`config.mk`:
```
export PLATFORM = sky130hd
export DESIGN_NAME = spi_mul
export DESIGN_NICKNAME = d
export VERILOG_FILES = /design/src/rtl/spi_mul.sv
export SDC_FILE = /design/constraint.sdc
export NUM_CORES = 2
export LEC_CHECK = 0
export BUFFER_PORTS_ARGS = -buffer_cell sky130_fd_sc_hd__clkbuf_2
export CAP_MARGIN = 0
export CORE_UTILIZATION = 65
export CTS_CLUSTER_SIZE = 10
export DETAILED_ROUTE_END_ITERATION = 6
export PLACE_DENSITY_LB_ADDON = 0.08
export SLEW_MARGIN = 15
export SYNTH_ARGS = -nofsm -noshare
export SYNTH_HDL_FRONTEND = slang
export SYNTH_SLANG_ARGS = --single-unit
```
`constraint.sdc`:
```
create_clock -name clk -period 11.76 [get_ports clk]
set_clock_uncertainty 0.15 [all_clocks]
set_input_delay 0 -clock clk [delete_from_list [all_inputs] [get_ports clk]]
set_output_delay 0 -clock clk [all_outputs]
set_load 0.02 [all_outputs]
```
`src/rtl/spi_mul.sv`:
```
// Pipelined unsigned multiplier built from four registered partial products.
`default_nettype none

module spi_mul #(
    parameter int A_BITS = 33,
    parameter int B_BITS = 32
) (
    input  wire logic                     clk,
    input  wire logic [A_BITS-1:0]        a,
    input  wire logic [B_BITS-1:0]        b,
    output logic [A_BITS+B_BITS-1:0]      p
);

    localparam int PARTS = 4;
    localparam int CH    = (A_BITS + PARTS - 1) / PARTS;
    localparam int AW    = PARTS * CH;
    localparam int PW    = CH + B_BITS;
    localparam int HW    = 2 * CH + B_BITS;
    localparam int FW    = 4 * CH + B_BITS;

    logic [AW-1:0]            a_ext;
    logic [PW-1:0]            pp_reg [PARTS];
    logic [HW-1:0]            lo_reg;
    logic [HW-1:0]            hi_reg;
    logic [FW-1:0]            sum_next;
    logic [A_BITS+B_BITS-1:0] p_reg;

    assign a_ext    = AW'(a);
    assign sum_next = FW'(lo_reg) + (FW'(hi_reg) << (2 * CH));

    always_ff @(posedge clk)
    begin
        for (int j = 0; j < PARTS; j++)
        begin
            pp_reg[j] <= PW'(a_ext[j*CH +: CH]) * PW'(b);
        end
        lo_reg <= HW'(pp_reg[0]) + (HW'(pp_reg[1]) << CH);
        hi_reg <= HW'(pp_reg[2]) + (HW'(pp_reg[3]) << CH);
        p_reg  <= sum_next[A_BITS+B_BITS-1:0];
    end

    assign p = p_reg;

endmodule

`default_nettype wire

```
Word-level counts from Yosys, hierarchy flattened
Memories as Yosys holds them, arrays and structs flattened.
Cells that the tools add are included.
W data, S select, Z words.

word-level totals
  bits of input ports = 66
  memories = 1
  output and inout port bits = 65
  bits in registers = 162
  word-level logic and storage cells = 11
  RAM bits = 164

cells by class
  multipliers = 4
  add/sub/neg operators = 3

memory list
  memory  depth  width  read ports  clocked after Yosys merged registers in  write ports  RTL line  source
  pp_reg  4      41     4           0                                        4            22        logic [PW-1:0] pp_reg [PARTS];

operator list
  cell              count
  $mul A9 B32 Y41   3
  $add A50 B65 Y65  1
  $add A41 B50 Y50  1
  $add A41 B47 Y47  1
  $mul A6 B32 Y38   1

Longest topological paths before layout
An unclocked memory read counts as a cell.

  depth in word-level cells = 2
  gate-level depth with buffers = 21
  mapped depth without buffers = 20

Worst setup path after synthesis
OpenSTA, ideal clock, no wires.

  path kind = input-to-reg
  start = input port a[9]
  end = memory pp_reg[1][35] (netlist bit)
  library setup time = 0.123 ns
  path buffers = 1
  stages on the path = 19
  arrival time = 4.528 ns
  required time = 11.487 ns
  setup slack = 6.959 ns
  cells stage by stage = clkbuf_1 nand2_1 fa_1 inv_1 fa_1 fa_1 inv_1 fa_1 inv_1 ha_1 a21o_1 a21o_1 a21o_1 a221o_1 o211ai_1 a21oi_1 a211oi_1 o21ai_1 xor2_1

RTL lines
  item                RTL line  source
  start: declaration  9         input wire logic [A_BITS-1:0] a,
  end: declaration    22

==> flow_summary_export.csv <==
group,metric,value,unit
die,die_height,264,microns
yosys,syn_area_per_cell,8.81,sq um
drt,ant_nets,0,
sta,tightest_slew,0.962,ns
clocking,clock_path_buffers,3,
worst_setup_path,crit_family,"adder cells",
yosys,synth_nets,6218,
sta,setup_viol,0,
drt,drt_wl_total,108000,microns
finish,largest_register_ffs,161,
finish,diodes,0,
finish,final_nets,6159,
sta,slew_viol_final,0,
yosys,async_flop_share,0,%
sta,slew_headroom,35.9,%
yosys,yosysWarnings,0,
die,initial_core_util,66.0,%
worst_setup_path,path_class,"input pin to flop",
die,core.rowCount,95,
sta,rsz0062_at_grt,"false",
clocking,hold_buffers,0,
placement,port_buffers,130,
sta,final_hold_viol_count,0,
yosys,synth-compound-area-share,10.3,%
power_and_ir_drop,pwr-share-clk,8.3,%
global_route,globalRouteTotalUtil,32.5,%
clocking,root_buffer,"clkbuf_16",
power_and_ir_drop,seq_power_share,14.7,%
die,die_area,0.0698,sq mm
yosys,synthSimpleGateAreaFrac,18.2,%
worst_setup_path,cp_data_required_time,12.09,ns
die,design.core.area,0.0676,sq mm
yosys,synth_cell_types,80,
worst_setup_path,path_cells,"clkbuf_2 > nand2_1 > fa_1 > inv_1 > fa_1 > inv_1 > fa_1 > fa_1 > inv_1 > ha_1 > o21ai_0 > o211ai_1 > a41oi_1 > nor2_1 > o211ai_1 > a2111oi_0 > nor3_1 > o21ai_1 > xor2_1",
finish,drive_gt1_share,4.66,%
drt,drc,0,
worst_setup_path,r2r_cells,12,
drt,vias,33716,
outcome,status,"completed",
sta,finalSetupTns,0,ns
die,ios,131,
placement,gp_congestion,0.965,
yosys,yosysSeqAreaShare,14.5,%
placement,placed_area,0.0456,sq mm
sta,fmax,181,MHz
power_and_ir_drop,p_sw_share,52.0,%
clocking,cts_max_level,2,
worst_setup_path,crit_top_cell,"fa_1",
sta,min_period_over_period,46.9,%
clocking,ctsResizeCount,0,
yosys,synthMuxAreaShare,0.0224,%
global_route,grt_max_degree,34,
clocking,tritoncts,"yes",
global_route,grt_pass1_wl,181000,microns
finish,area_growth,4.75,%
drt,detail_route.wl_per_cell,18.3,microns
clocking,cts_buffers,41,
clocking,postCtsSetupBuffers,0,
flow_run,max_cap_viol_count,0,
yosys,synth_fa_ha_area_share,43.0,%
drt,first_iter_violations,2219,
power_and_ir_drop,p_comb_share,77.1,%
yosys,ys.flop_type,"dfxtp_1",
power_and_ir_drop,max-vdd-ir-drop,166,uV
placement,place_hpwl,81200,microns
finish,final_area,0.0468,sq mm
yosys,synth_top_family_by_area,"adder cells",
power_and_ir_drop,power_density,299,mW/mm^2
worst_setup_path,critPathArrivalTime,5.84,ns
clocking,path_clk_slew,0.05,ns
power_and_ir_drop,power.switching,0.00728,W
drt,first_pass_iters,5,
clocking,worstSkewPairLatency,0.57,ns
worst_setup_path,cp_max_fo,33,
global_route,grt_pass1_vias,35170,
hold_path,hp-class,"input pin to flop",
yosys,synth_area,0.0447,sq mm
power_and_ir_drop,internal_power,0.00672,W
worst_setup_path,slowest_delay,0.72,ns
yosys,synth_seq_cells,323,
worst_setup_path,cpMaxStageDelayCell,"a2111oi_0",
hold_path,whs_path_depth,2,
die,die_w,264,microns
drt,viasPerCell,5.72,
power_and_ir_drop,power.leakage,23.8,nW
worst_setup_path,cp-end-kind,"flop",
yosys,synth_edf_count,0,
worst_setup_path,crit_buf_inv,4,
global_route,overflow,0,
yosys,synth-xor-area-share,4.73,%
clocking,clock-sinks,323,
worst_setup_path,cp-start-kind,"input pin",
global_route,antenna_found_initial,2,
worst_setup_path,path_depth,19,
sta,fin_crit,5.51,ns
yosys,syn_inst,5070,
-- synth_stat cells (5+ instances only) --
cell type / number / area [sq um]
nor2b_1: 33 / 206
nand4_1: 33 / 206
o31ai_1: 13 / 97.6
a211o_1: 6 / 52.6
inv_1: 856 / 3210
nand3_1: 63 / 315
o21ai_1: 18 / 90.1
o21bai_1: 22 / 165
nor2_1: 141 / 529
nor3_1: 22 / 110
a21oi_1: 225 / 1130
o211ai_1: 9 / 67.6
o21a_1: 24 / 180
dfxtp_1: 323 / 6470
clkbuf_1: 240 / 901
o22ai_1: 5 / 31.3
or3_1: 13 / 81.3
o2111ai_1: 7 / 61.3
o21ai_0: 112 / 561
and2_1: 583 / 3650
a221oi_1: 8 / 70.1
a41oi_1: 6 / 52.6
a21o_1: 134 / 1010
and4_1: 5 / 43.8
fa_1: 757 / 15200
or2_2: 8 / 50.1
and3_1: 27 / 169
nand2_1: 652 / 2450
xnor2_1: 147 / 1290
a2111oi_0: 5 / 43.8
ha_1: 325 / 4070
a31oi_1: 18 / 113
a211oi_1: 31 / 233
nor3b_1: 7 / 52.6
xor2_1: 94 / 823
o31a_1: 7 / 61.3
nand2b_1: 20 / 125
-- placed cells by master (no fill, tap or decap), types with 130 or more instances in the layout --
cell type / n
nor2_1: 141
a21oi_1: 225
nand2_1: 652
a21o_1: 134
clkbuf_2: 130
ha_1: 325
and2_1: 583
xnor2_1: 147
dfxtp_1: 323
inv_1: 856
fa_1: 757
-- power groups by stage --
stage                     combinational [W]  sequential (W)  clock, W
after floorplan                     0.00781         0.00211         0
after detailed placement             0.0106         0.00207         0
after global placement               0.0105         0.00206         0
final                                0.0108         0.00205   0.00116
after global routing                 0.0120         0.00210   0.00122
after CTS                            0.0107         0.00206   0.00117
-- cell families (layout without fill, tap and decap cells) --
| family | after synthesis | count (layout) |
|---|---|---|
| buffers and inverters | 1097 | 1053 |
| AO/OA/AOI/OAI | 700 | 700 |
| flip-flops | 323 | 323 |
| AND/OR/NAND/NOR | 1626 | 1626 |
| multiplexers | 1 | 1 |
| XOR/XNOR | 241 | 241 |
| adder cells (fa/ha/maj) | 1082 | 1082 |
-- final timing paths --
kind / start / to / slack [ns]
worst max-delay path: b[7] / pp_reg[1][39]$_DFF_P_ / 6.25
worst max register to register: pp_reg[1][0]$_DFF_P_ / lo_reg[39]$_DFF_P_ / 8.16
worst min-delay path: b[0] / pp_reg[2][0]$_DFF_P_ / 0.07
worst min register to register: pp_reg[0][2]$_DFF_P_ / lo_reg[2]$_DFF_P_ / 0.17
-- metrics by stage --
stage	cells	util (%)	hold WS, ns	total power (W)	setup WS (ns)
floorplan	5070	-	-0.0283	0.00992	6.96
detailed placement	5841	67.4	0.162	0.0127	5.87
CTS	5899	69.2	0.0506	0.0139	6.42
global route	5899	69.2	0.0888	0.0153	5.99
global placement	5841	67.4	0.161	0.0126	6.05
finish	5899	69.2	0.0728	0.0140	6.25
-- layer usage --
layer,GRT usage [%],routed length (microns),up-vias
met5,0,27,-
met4,13.2,4690,4
met3,4.86,7280,197
met2,53.0,49900,1166
met1,43.5,45800,16770
li1,-,-,15579
-- area by class of cell --
cell class / count / area, sq um
Multi-Input combinational cell: 3650 / 34100
Fill cell: 5539 / 20900
Sequential cell: 323 / 6470
Inverter: 856 / 3210
Clock buffer: 51 / 1140
Tap cell: 873 / 1090
Timing Repair Buffer: 139 / 718
Clock inverter: 7 / 72.6
Power figures use the tool's default switching activity.
